<file path="src/hdl/tam_pkg.sv">
// Shared constants and codes for the tracker accuracy metrics block.
package tam_pkg;

  localparam int COORD_BITS_DEF = 12;
  localparam int COUNT_BITS_DEF = 16;

  localparam int THRESH_BITS = 18;
  localparam int DIST_BITS   = 19;
  localparam int MOTA_BITS   = 16;
  localparam int MOTA_FRAC   = 14;
  localparam int SQ_SHIFT    = 8;

  localparam logic [THRESH_BITS-1:0] THRESH_RESET = 18'd8000;
  localparam logic [DIST_BITS-1:0]   DIST_MAX     = 19'h7FFFF;
  localparam logic [16:0]            ONE_Q14      = 17'd16384;
  localparam logic [16:0]            Q_CLAMP      = 17'd32768;

  localparam logic [1:0] KIND_MISS = 2'd0;
  localparam logic [1:0] KIND_A    = 2'd1;
  localparam logic [1:0] KIND_B    = 2'd2;

endpackage

</file>
<file path="src/hdl/tam_sqrt.sv">
// Bit-serial integer square root, one root bit per cycle.
module tam_sqrt #(
  parameter int RAD_W = 36
) (
  input  logic               clk,
  input  logic               rst,
  input  logic               start,
  input  logic [RAD_W-1:0]   radicand,
  output logic               done,
  output logic [RAD_W/2-1:0] root
);

  localparam int ROOT_W = RAD_W / 2;
  localparam int CNT_W  = $clog2(ROOT_W + 1);

  logic [RAD_W-1:0]  rad;
  logic [ROOT_W:0]   rem;
  logic [CNT_W-1:0]  cnt;
  logic              busy;
  logic [ROOT_W+2:0] trial;
  logic [ROOT_W+2:0] test;
  logic [ROOT_W+2:0] diff;
  logic              take;

  assign trial = {rem, rad[RAD_W-1 -: 2]};
  assign test  = (ROOT_W + 3)'({root, 2'b01});
  assign take  = trial >= test;
  assign diff  = trial - test;

  always_ff @(posedge clk) begin
    if (rst) begin
      busy <= 1'b0;
      done <= 1'b0;
      cnt  <= '0;
    end else begin
      done <= 1'b0;
      if (start) begin
        busy <= 1'b1;
        cnt  <= CNT_W'(ROOT_W);
      end else if (busy) begin
        cnt <= cnt - CNT_W'(1);
        if (cnt == CNT_W'(1)) begin
          busy <= 1'b0;
          done <= 1'b1;
        end
      end
    end
  end

  always_ff @(posedge clk) begin
    if (start) begin
      rad  <= radicand;
      rem  <= '0;
      root <= '0;
    end else if (busy) begin
      rad  <= {rad[RAD_W-3:0], 2'b00};
      rem  <= take ? diff[ROOT_W:0] : trial[ROOT_W:0];
      root <= {root[ROOT_W-2:0], take};
    end
  end

endmodule

</file>
<file path="src/hdl/tam_div.sv">
// Bit-serial restoring divider, one quotient bit per cycle.
module tam_div #(
  parameter int NUM_W = 35,
  parameter int DEN_W = 16
) (
  input  logic             clk,
  input  logic             rst,
  input  logic             start,
  input  logic [NUM_W-1:0] dividend,
  input  logic [DEN_W-1:0] divisor,
  output logic             done,
  output logic [NUM_W-1:0] quotient
);

  localparam int CNT_W = $clog2(NUM_W + 1);

  logic [DEN_W-1:0] den;
  logic [DEN_W-1:0] rem;
  logic [CNT_W-1:0] cnt;
  logic             busy;
  logic [DEN_W:0]   trial;
  logic [DEN_W:0]   diff;
  logic             take;

  assign trial = {rem, quotient[NUM_W-1]};
  assign take  = trial >= {1'b0, den};
  assign diff  = trial - {1'b0, den};

  always_ff @(posedge clk) begin
    if (rst) begin
      busy <= 1'b0;
      done <= 1'b0;
      cnt  <= '0;
    end else begin
      done <= 1'b0;
      if (start) begin
        busy <= 1'b1;
        cnt  <= CNT_W'(NUM_W);
      end else if (busy) begin
        cnt <= cnt - CNT_W'(1);
        if (cnt == CNT_W'(1)) begin
          busy <= 1'b0;
          done <= 1'b1;
        end
      end
    end
  end

  always_ff @(posedge clk) begin
    if (start) begin
      quotient <= dividend;
      den      <= divisor;
      rem      <= '0;
    end else if (busy) begin
      quotient <= {quotient[NUM_W-2:0], take};
      rem      <= take ? diff[DEN_W-1:0] : trial[DEN_W-1:0];
    end
  end

endmodule

</file>
<file path="src/hdl/tracker_accuracy_metrics_top.sv">
// Top level of the tracker accuracy metrics block: box distances, frame class, MOTP and MOTA.
//
//   channel   handshake               carries
//   cfg       cfg_valid / cfg_ready   distance_threshold
//   in        in_valid / in_ready     reference box and hypothesis boxes A and B
//   out       out_valid / out_ready   frame class, flags, frame distance, MOTP, MOTA
//
// The serial square root runs twice (A, B), then the serial divider runs twice (MOTP,
// MOTA). in_ready is high only while idle; a finished result waits in the output
// register while the next request is taken, and a held result stalls the block before
// its load. Reset is synchronous and clears all running sums, the frame count and the
// previous class, and loads the threshold with 8000.
module tracker_accuracy_metrics_top #(
  parameter int COORD_BITS = tam_pkg::COORD_BITS_DEF,
  parameter int COUNT_BITS = tam_pkg::COUNT_BITS_DEF
) (
  input  logic                                clk,
  input  logic                                rst,
  input  logic                                cfg_valid,
  output logic                                cfg_ready,
  input  logic [tam_pkg::THRESH_BITS-1:0]     distance_threshold,
  input  logic                                in_valid,
  output logic                                in_ready,
  input  logic [COORD_BITS-1:0]               ref_x,
  input  logic [COORD_BITS-1:0]               ref_y,
  input  logic [COORD_BITS-1:0]               ref_w,
  input  logic [COORD_BITS-1:0]               ref_h,
  input  logic [COORD_BITS-1:0]               hyp_a_x,
  input  logic [COORD_BITS-1:0]               hyp_a_y,
  input  logic [COORD_BITS-1:0]               hyp_a_w,
  input  logic [COORD_BITS-1:0]               hyp_a_h,
  input  logic [COORD_BITS-1:0]               hyp_b_x,
  input  logic [COORD_BITS-1:0]               hyp_b_y,
  input  logic [COORD_BITS-1:0]               hyp_b_w,
  input  logic [COORD_BITS-1:0]               hyp_b_h,
  output logic                                out_valid,
  input  logic                                out_ready,
  output logic [1:0]                          match_kind,
  output logic                                miss_flag,
  output logic                                false_positive_flag,
  output logic                                mismatch_flag,
  output logic [tam_pkg::DIST_BITS-1:0]       frame_distance,
  output logic [tam_pkg::DIST_BITS-1:0]       motp_value,
  output logic signed [tam_pkg::MOTA_BITS-1:0] mota_value
);

  import tam_pkg::*;

  localparam int DIFF_W = COORD_BITS + 1;
  localparam int D2_W   = 2 * DIFF_W + 1;
  localparam int MUL_W  = (DIFF_W > THRESH_BITS) ? DIFF_W : THRESH_BITS;
  localparam int PROD_W = 2 * MUL_W;
  localparam int SH_W   = D2_W + SQ_SHIFT;
  localparam int CMP_W  = (SH_W > PROD_W) ? SH_W : PROD_W;
  localparam int RAD_W  = SH_W + (SH_W % 2);
  localparam int ROOT_W = RAD_W / 2;
  localparam int RX_W   = (ROOT_W > DIST_BITS) ? ROOT_W : DIST_BITS;
  localparam int DSUM_W = COUNT_BITS + DIST_BITS;
  localparam int ESUM_W = COUNT_BITS + 2;
  localparam int NUM_W  = DSUM_W;

  localparam logic [3:0] S_IDLE = 4'd0;
  localparam logic [3:0] S_DIF  = 4'd1;
  localparam logic [3:0] S_SQ   = 4'd2;
  localparam logic [3:0] S_CLS  = 4'd3;
  localparam logic [3:0] S_SQA  = 4'd4;
  localparam logic [3:0] S_SQB  = 4'd5;
  localparam logic [3:0] S_FD   = 4'd6;
  localparam logic [3:0] S_SUM  = 4'd7;
  localparam logic [3:0] S_DIVP = 4'd8;
  localparam logic [3:0] S_WDP  = 4'd9;
  localparam logic [3:0] S_WDE  = 4'd10;
  localparam logic [3:0] S_DONE = 4'd11;

  logic [3:0]             state;
  logic [3:0]             state_next;
  logic [2:0]             mul_idx;
  logic [THRESH_BITS-1:0] thresh;
  logic [COUNT_BITS-1:0]  frame_total;
  logic [1:0]             previous_kind;
  logic [DSUM_W-1:0]      distance_sum;
  logic [ESUM_W-1:0]      error_sum;

  logic [DIFF_W-1:0] rcx, rcy, acx, acy, bcx, bcy;
  logic [DIFF_W-1:0] dxa, dya, dxb, dyb;
  logic [MUL_W-1:0]  mul_op;
  logic [PROD_W-1:0] mul_res;
  logic [PROD_W-1:0] prod;
  logic [D2_W-1:0]   d2a, d2b;
  logic [PROD_W-1:0] tsq;

  logic [CMP_W-1:0] sha, shb, tsq_x;
  logic             a_in, b_in, a_close;
  logic [1:0]       kind_c;
  logic             fp_c, mm_c, miss_c;
  logic [1:0]       err_inc;
  logic [ESUM_W:0]  esum_add;

  logic [1:0]           kind;
  logic                 miss, fp, mm;
  logic [DIST_BITS-1:0] da, db, fd;
  logic [DIST_BITS:0]   fd_sum;
  logic [DIST_BITS-1:0] fd_pick;
  logic [DSUM_W:0]      dsum_add;
  logic [DIST_BITS-1:0] motp_w;
  logic [MOTA_BITS-1:0] mota_w;

  logic              sqrt_start, sqrt_done;
  logic [RAD_W-1:0]  sqrt_rad;
  logic [ROOT_W-1:0] sqrt_root;
  logic [RX_W-1:0]   root_x;
  logic [DIST_BITS-1:0] root_sat;

  logic             div_start, div_done;
  logic [NUM_W-1:0] div_num;
  logic [NUM_W-1:0] div_quot;
  logic [16:0]      q_c;
  logic [16:0]      mota_full;
  logic             out_load;

  assign cfg_ready = 1'b1;
  assign in_ready  = (state == S_IDLE);
  assign out_load  = (state == S_DONE) && (!out_valid || out_ready);

  always_comb begin
    case (mul_idx)
      3'd0:    mul_op = MUL_W'(dxa);
      3'd1:    mul_op = MUL_W'(dya);
      3'd2:    mul_op = MUL_W'(dxb);
      3'd3:    mul_op = MUL_W'(dyb);
      default: mul_op = MUL_W'(thresh);
    endcase
  end
  assign mul_res = mul_op * mul_op;

  assign sha     = CMP_W'({d2a, {SQ_SHIFT{1'b0}}});
  assign shb     = CMP_W'({d2b, {SQ_SHIFT{1'b0}}});
  assign tsq_x   = CMP_W'(tsq);
  assign a_in    = sha < tsq_x;
  assign b_in    = shb < tsq_x;
  assign a_close = d2a <= d2b;

  always_comb begin
    kind_c = KIND_MISS;
    fp_c   = 1'b0;
    miss_c = 1'b0;
    if (a_in) begin
      kind_c = a_close ? KIND_A : KIND_B;
      fp_c   = a_close ? b_in : 1'b1;
    end else if (b_in) begin
      kind_c = KIND_B;
    end else begin
      miss_c = 1'b1;
    end
    mm_c = (kind_c != KIND_MISS) && (frame_total >= COUNT_BITS'(2)) &&
           (kind_c != previous_kind);
  end

  assign err_inc  = 2'({1'b0, miss_c}) + 2'({1'b0, fp_c}) + 2'({1'b0, mm_c});
  assign esum_add = {1'b0, error_sum} + (ESUM_W + 1)'(err_inc);

  assign sqrt_start = (state == S_CLS) || ((state == S_SQA) && sqrt_done);
  assign sqrt_rad   = RAD_W'({((state == S_CLS) ? d2a : d2b), {SQ_SHIFT{1'b0}}});
  assign root_x     = RX_W'(sqrt_root);
  assign root_sat   = (root_x > RX_W'(DIST_MAX)) ? DIST_MAX : root_x[DIST_BITS-1:0];

  assign fd_sum = {1'b0, da} + {1'b0, db};
  always_comb begin
    if (miss) begin
      fd_pick = '0;
    end else if (fp) begin
      fd_pick = fd_sum[DIST_BITS] ? DIST_MAX : fd_sum[DIST_BITS-1:0];
    end else if (kind == KIND_A) begin
      fd_pick = da;
    end else begin
      fd_pick = db;
    end
  end
  assign dsum_add = {1'b0, distance_sum} + (DSUM_W + 1)'(fd);

  assign div_start = (state == S_DIVP) || ((state == S_WDP) && div_done);
  assign div_num   = (state == S_DIVP) ? distance_sum :
                     NUM_W'({error_sum, {MOTA_FRAC{1'b0}}});
  assign q_c       = (div_quot > NUM_W'(Q_CLAMP)) ? Q_CLAMP : div_quot[16:0];
  assign mota_full = ONE_Q14 - q_c;

  tam_sqrt #(
    .RAD_W(RAD_W)
  ) u_sqrt (
    .clk     (clk),
    .rst     (rst),
    .start   (sqrt_start),
    .radicand(sqrt_rad),
    .done    (sqrt_done),
    .root    (sqrt_root)
  );

  tam_div #(
    .NUM_W(NUM_W),
    .DEN_W(COUNT_BITS)
  ) u_div (
    .clk     (clk),
    .rst     (rst),
    .start   (div_start),
    .dividend(div_num),
    .divisor (frame_total),
    .done    (div_done),
    .quotient(div_quot)
  );

  always_comb begin
    state_next = state;
    case (state)
      S_IDLE: if (in_valid) state_next = S_DIF;
      S_DIF:  state_next = S_SQ;
      S_SQ:   if (mul_idx == 3'd5) state_next = S_CLS;
      S_CLS:  state_next = S_SQA;
      S_SQA:  if (sqrt_done) state_next = S_SQB;
      S_SQB:  if (sqrt_done) state_next = S_FD;
      S_FD:   state_next = S_SUM;
      S_SUM:  state_next = S_DIVP;
      S_DIVP: state_next = S_WDP;
      S_WDP:  if (div_done) state_next = S_WDE;
      S_WDE:  if (div_done) state_next = S_DONE;
      S_DONE: if (out_load) state_next = S_IDLE;
      default: state_next = S_IDLE;
    endcase
  end

  always_ff @(posedge clk) begin
    if (rst) begin
      state         <= S_IDLE;
      mul_idx       <= '0;
      thresh        <= THRESH_RESET;
      frame_total   <= '0;
      previous_kind <= KIND_MISS;
      distance_sum  <= '0;
      error_sum     <= '0;
      out_valid     <= 1'b0;
    end else begin
      state <= state_next;
      if (cfg_valid) begin
        thresh <= distance_threshold;
      end
      if (state == S_DIF) begin
        mul_idx <= '0;
      end else if (state == S_SQ) begin
        mul_idx <= mul_idx + 3'd1;
      end
      if (state == S_CLS) begin
        previous_kind <= kind_c;
        if (frame_total != '1) begin
          frame_total <= frame_total + COUNT_BITS'(1);
        end
        error_sum <= esum_add[ESUM_W] ? '1 : esum_add[ESUM_W-1:0];
      end
      if (state == S_SUM) begin
        distance_sum <= dsum_add[DSUM_W] ? '1 : dsum_add[DSUM_W-1:0];
      end
      if (out_load) begin
        out_valid <= 1'b1;
      end else if (out_ready) begin
        out_valid <= 1'b0;
      end
    end
  end

  always_ff @(posedge clk) begin
    if (in_valid && in_ready) begin
      rcx <= DIFF_W'(ref_x)   + DIFF_W'(ref_w >> 1);
      rcy <= DIFF_W'(ref_y)   + DIFF_W'(ref_h >> 1);
      acx <= DIFF_W'(hyp_a_x) + DIFF_W'(hyp_a_w >> 1);
      acy <= DIFF_W'(hyp_a_y) + DIFF_W'(hyp_a_h >> 1);
      bcx <= DIFF_W'(hyp_b_x) + DIFF_W'(hyp_b_w >> 1);
      bcy <= DIFF_W'(hyp_b_y) + DIFF_W'(hyp_b_h >> 1);
    end
    if (state == S_DIF) begin
      dxa <= (rcx >= acx) ? rcx - acx : acx - rcx;
      dya <= (rcy >= acy) ? rcy - acy : acy - rcy;
      dxb <= (rcx >= bcx) ? rcx - bcx : bcx - rcx;
      dyb <= (rcy >= bcy) ? rcy - bcy : bcy - rcy;
    end
    if (state == S_SQ) begin
      prod <= mul_res;
      case (mul_idx)
        3'd1:    d2a <= D2_W'(prod[2*DIFF_W-1:0]);
        3'd2:    d2a <= d2a + D2_W'(prod[2*DIFF_W-1:0]);
        3'd3:    d2b <= D2_W'(prod[2*DIFF_W-1:0]);
        3'd4:    d2b <= d2b + D2_W'(prod[2*DIFF_W-1:0]);
        3'd5:    tsq <= prod;
        default: ;
      endcase
    end
    if (state == S_CLS) begin
      kind <= kind_c;
      miss <= miss_c;
      fp   <= fp_c;
      mm   <= mm_c;
    end
    if ((state == S_SQA) && sqrt_done) begin
      da <= root_sat;
    end
    if ((state == S_SQB) && sqrt_done) begin
      db <= root_sat;
    end
    if (state == S_FD) begin
      fd <= fd_pick;
    end
    if ((state == S_WDP) && div_done) begin
      motp_w <= (div_quot > NUM_W'(DIST_MAX)) ? DIST_MAX : div_quot[DIST_BITS-1:0];
    end
    if ((state == S_WDE) && div_done) begin
      mota_w <= mota_full[MOTA_BITS-1:0];
    end
    if (out_load) begin
      match_kind          <= kind;
      miss_flag           <= miss;
      false_positive_flag <= fp;
      mismatch_flag       <= mm;
      frame_distance      <= fd;
      motp_value          <= motp_w;
      mota_value          <= mota_w;
    end
  end

`ifndef NO_ASSERTIONS
  a_miss_clean: assert property (@(posedge clk) disable iff (rst)
    out_valid && miss_flag |-> match_kind == KIND_MISS && !false_positive_flag &&
                               !mismatch_flag && frame_distance == '0)
    else $error("miss result carries match data");

  a_mota_range: assert property (@(posedge clk) disable iff (rst)
    out_valid |-> mota_value >= -16'sd16384 && mota_value <= 16'sd16384)
    else $error("mota out of range");

  a_count_mono: assert property (@(posedge clk) disable iff (rst)
    1'b1 |=> frame_total >= $past(frame_total))
    else $error("frame count decreased");

  a_sqrt_done: assert property (@(posedge clk) disable iff (rst)
    sqrt_done |-> state == S_SQA || state == S_SQB)
    else $error("square root finished outside its wait states");
`endif

endmodule

</file>
<file path="config.mk">
export PLATFORM = sky130hd
export DESIGN_NAME = tracker_accuracy_metrics_top
export DESIGN_NICKNAME = d
export VERILOG_FILES = /design/src/hdl/tam_pkg.sv /design/src/hdl/tam_sqrt.sv /design/src/hdl/tam_div.sv /design/src/hdl/tracker_accuracy_metrics_top.sv
export SDC_FILE = /design/constraint.sdc
export NUM_CORES = 2
export LEC_CHECK = 0
export BUFFER_PORTS_ARGS = -buffer_cell sky130_fd_sc_hd__buf_2
export CORE_ASPECT_RATIO = 1.5
export CORE_MARGIN = 3
export CORE_UTILIZATION = 55
export DETAILED_ROUTE_END_ITERATION = 7
export HOLD_SLACK_MARGIN = 0.03
export PLACE_DENSITY = 0.82
export SLEW_MARGIN = 20
export SYNTH_ARGS = -nofsm -noshare
export SYNTH_HDL_FRONTEND = slang
export SYNTH_HIERARCHICAL = 1
export SYNTH_SLANG_ARGS = --single-unit
</file>
<file path="constraint.sdc">
create_clock -name clk -period 11.9 [get_ports clk]
set_input_delay 2.975 -clock clk [delete_from_list [all_inputs] [get_ports clk]]
set_output_delay 2.975 -clock clk [all_outputs]
set_load 0.02 [all_outputs]
</file>
==> results.md <==
- Outcome: completed
- Initial antenna violation count: 4
- Setup repair bufs after CTS: 0
- Post-Synth Adder-Cell Area: 0.221
- Worst-case clock buffer depth: 3
- Post-synthesis mux area share: 0.0393
- Hold Startpoint: prod[27]$_DFFE_PP_
- Simple-gate area share of the yosys netlist: 0.125
- CTS tree: yes
- Slowest CP cell: a2111oi_0
- Row count: 134
- CP startpoint kind: flip-flop
- Post-synthesis compound-gate area fraction: 0.147
- RSZ-0062 raised after global routing: false
- Root Buffer: clkbuf_16
- Post-synth ARST share: 0
- Post-Route Setup TNS: 0 ns
- # clock sinks: 660
- CP dominant cell by count: fa_1
- Max Fclk: 107 MHz
- Synth Area per Inst: 10.0 um2
- Die area: 94100 um2
- Proportion of layout cells with a drive suffix above 1: 0.107
- Post-route ant nets: 0
- Worst r2r src: mul_idx[0]$_SDFFE_PP0P_
- GRT overflow: 0
- Final nets: 6037
- Core ar.: 89400 um2
- Clock slew at reported path FFs: 0.06 ns
- Clock skew: 0.0416 ns
- Yosys reg bits: 660
- CP required: 12.30 ns
- Post-route insts no fill: 6347
- H-tree levels: 3
- Synth Warn #: 6
- Ys flop type: edfxtp_1
- Most frequent cells in the layout: inv_1 (600), edfxtp_1 (495), ha_1 (492), nand2_1 (347), nor2_1 (345)
- Port Buffers: 221
- Synth-to-Final Area Change: 9.21%
- Placed cells: 6222
- Final Cell Area: 54300 um2
- Synthesized cell area: 49700 um2
- Max-cap violations: 0
- Hold Crit Class: flip-flop to flip-flop
- Largest family of logic cells by synthesized area: adder cells
- Final Wtd Congestion: 0.963
- Synth cell types: 103
- Wirelength per Cell: 18.4 um
- Worst path max stage delay: 0.54 ns
- Crit path capture type: flip-flop
- Crit path time final: 9.36 ns
- Worst setup path startpoint: mul_idx[0]$_SDFFE_PP0P_
- Placed Instance Area: 51900 um2
- Fin crit share: 0.786
- Number of global-route vias before repair: 38100
- Slew Limit Headroom: 0.261
- Top fanout value on the critical path: 45
- Most common cell after layout, fill and taps aside: inv_1
- Die height: 374 um
- Die span in x: 251 um
- DP HPWL: 91.1 mm
- Largest net degree at the start of global routing: 97
- Slew Viols, Final: 0
- Setup Crit Path Kind: flip-flop to flip-flop
- Post-synth EDFFs: 495
- Post-Synth XOR/XNOR Area: 0.0421
- Total wire length: 117 mm
- Final setup fails: 0
- Sequential fraction of the synthesis area: 0.365
- Critical path arrival: 9.76 ns
- Drt initial violations: 2337
- DRC: 0
- All-layer global routing usage: 0.246
- Ports: 229
- DR vias: 37200
- CTS Buf Count: 67
- Vias per Instance: 5.86
- Cells after Synth: 4954
- Worst Tran Pin Value: 1.09 ns
- Post-cts resize count: 0
- First-pass GRT wire length: 187 mm
- CTS Hold Buffers Added: 0
- Drt pass-1 iters: 7
- Starting Density: 0.556
- Clk_lat worst skew: 0.66 ns
- Final hold vios: 0
metrics by stage:
step / utilization / setup WS (ns) / hold slack [ns]
after detailed placement: 0.581 / 2.60 / 0.405
after global placement: 0.581 / 2.76 / 0.401
final: 0.607 / 2.54 / 0.413
after global routing: 0.607 / 1.97 / 0.421
after CTS: 0.607 / 2.63 / 0.414
after floorplan: - / 4.15 / 0.400
registers in the layout, indices dropped and copies added, names as in the netlist, 19 cells and up:
signal / count
d2a: 27
d2b: 27
distance_sum: 35
fd: 19
frame_distance: 19
motp_value: 19
motp_w: 19
prod: 35
tsq: 35
u_div/quotient: 35
u_sqrt/rad: 36
u_sqrt/rem: 19
kinds of logic after synthesis:
logic type | Yosys count
AO/OA/AOI/OAI | 1105
XOR/XNOR | 239
adder cells (fa/ha/maj) | 734
buffers and inverters | 759
flip-flops | 660
multiplexers | 182
other | 2
AND/OR/NAND/NOR | 1273
final timing paths:
| kind | endpoint | slack, ns | depth (start not counted) |
|---|---|---|---|
| setup reg to reg | prod[31]$_DFFE_PP_ | 2.54 | 27 |
| setup / recovery | prod[31]$_DFFE_PP_ | 2.54 | 27 |
| hold / removal | tsq[27]$_DFFE_PP_ | 0.41 | 0 |
| hold reg to reg | tsq[27]$_DFFE_PP_ | 0.41 | 0 |
critical path: cells and delay by family (launching register included):
kind / cells / cell delay, ns
AOI/OAI and AO/OA: 6 / 2.00
xor gates and xnor gates: 1 / 0.09
adders and majority gates: 8 / 3.90
buffers and inverters: 7 / 1.16
DFF: 1 / 0.39
muxes: 1 / 0.33
and+or+nand+nor: 4 / 1.25
cells in the mapped netlist, types with 14 or more instances:
master,number,share of area
ha_1,492,0.12
xnor2_1,161,0.028
and2_1,44,0.0055
buf_1,18,0.0014
mux2i_1,81,0.016
nand3_1,87,0.0088
inv_1,600,0.045
or4_1,14,0.0021
nor2_1,345,0.026
nor3b_1,15,0.0023
dfxtp_1,165,0.066
a21boi_0,36,0.0054
nor2b_1,69,0.0087
a21oi_1,265,0.027
o21a_1,41,0.0062
a21o_1,117,0.018
xor2_1,78,0.014
mux2_2,100,0.023
nor4_1,24,0.0030
o211ai_1,30,0.0045
clkbuf_1,104,0.0079
nand2_1,347,0.026
buf_2,15,0.0015
a31oi_1,31,0.0039
nor3_1,72,0.0072
nand4_1,42,0.0053
and3_1,72,0.0091
o31ai_1,22,0.0033
or2_2,33,0.0042
o21ai_0,255,0.026
fa_1,242,0.097
or3_1,24,0.0030
edfxtp_1,495,0.30
a211oi_1,81,0.012
a311oi_1,31,0.0055
a211o_1,14,0.0025
nand2b_1,41,0.0052
o21bai_1,24,0.0036
metal layers:
layer	global-route usage	share of wire	vias to the layer above
li1	-	-	17900
met4	0.143	0.064	6
met2	0.474	0.53	1118
met5	0	0.00029	-
met3	0.0329	0.044	388
met1	0.250	0.36	17800
layout make-up:
type / count / area, um2
Clock inverter: 35 / 473
Tap cell: 1156 / 1450
Inverter: 606 / 2270
Sequential cell: 660 / 18200
Timing Repair Buffer: 258 / 1410
Multi-Input combinational cell: 3543 / 28700
Clock buffer: 88 / 1850
Antenna cell: 1 / 2.50
Fill cell: 7198 / 35100
Power is left out: the tool's default activity adds up to more than one toggle a clock period on the data nets, which glitch-free logic cannot reach.
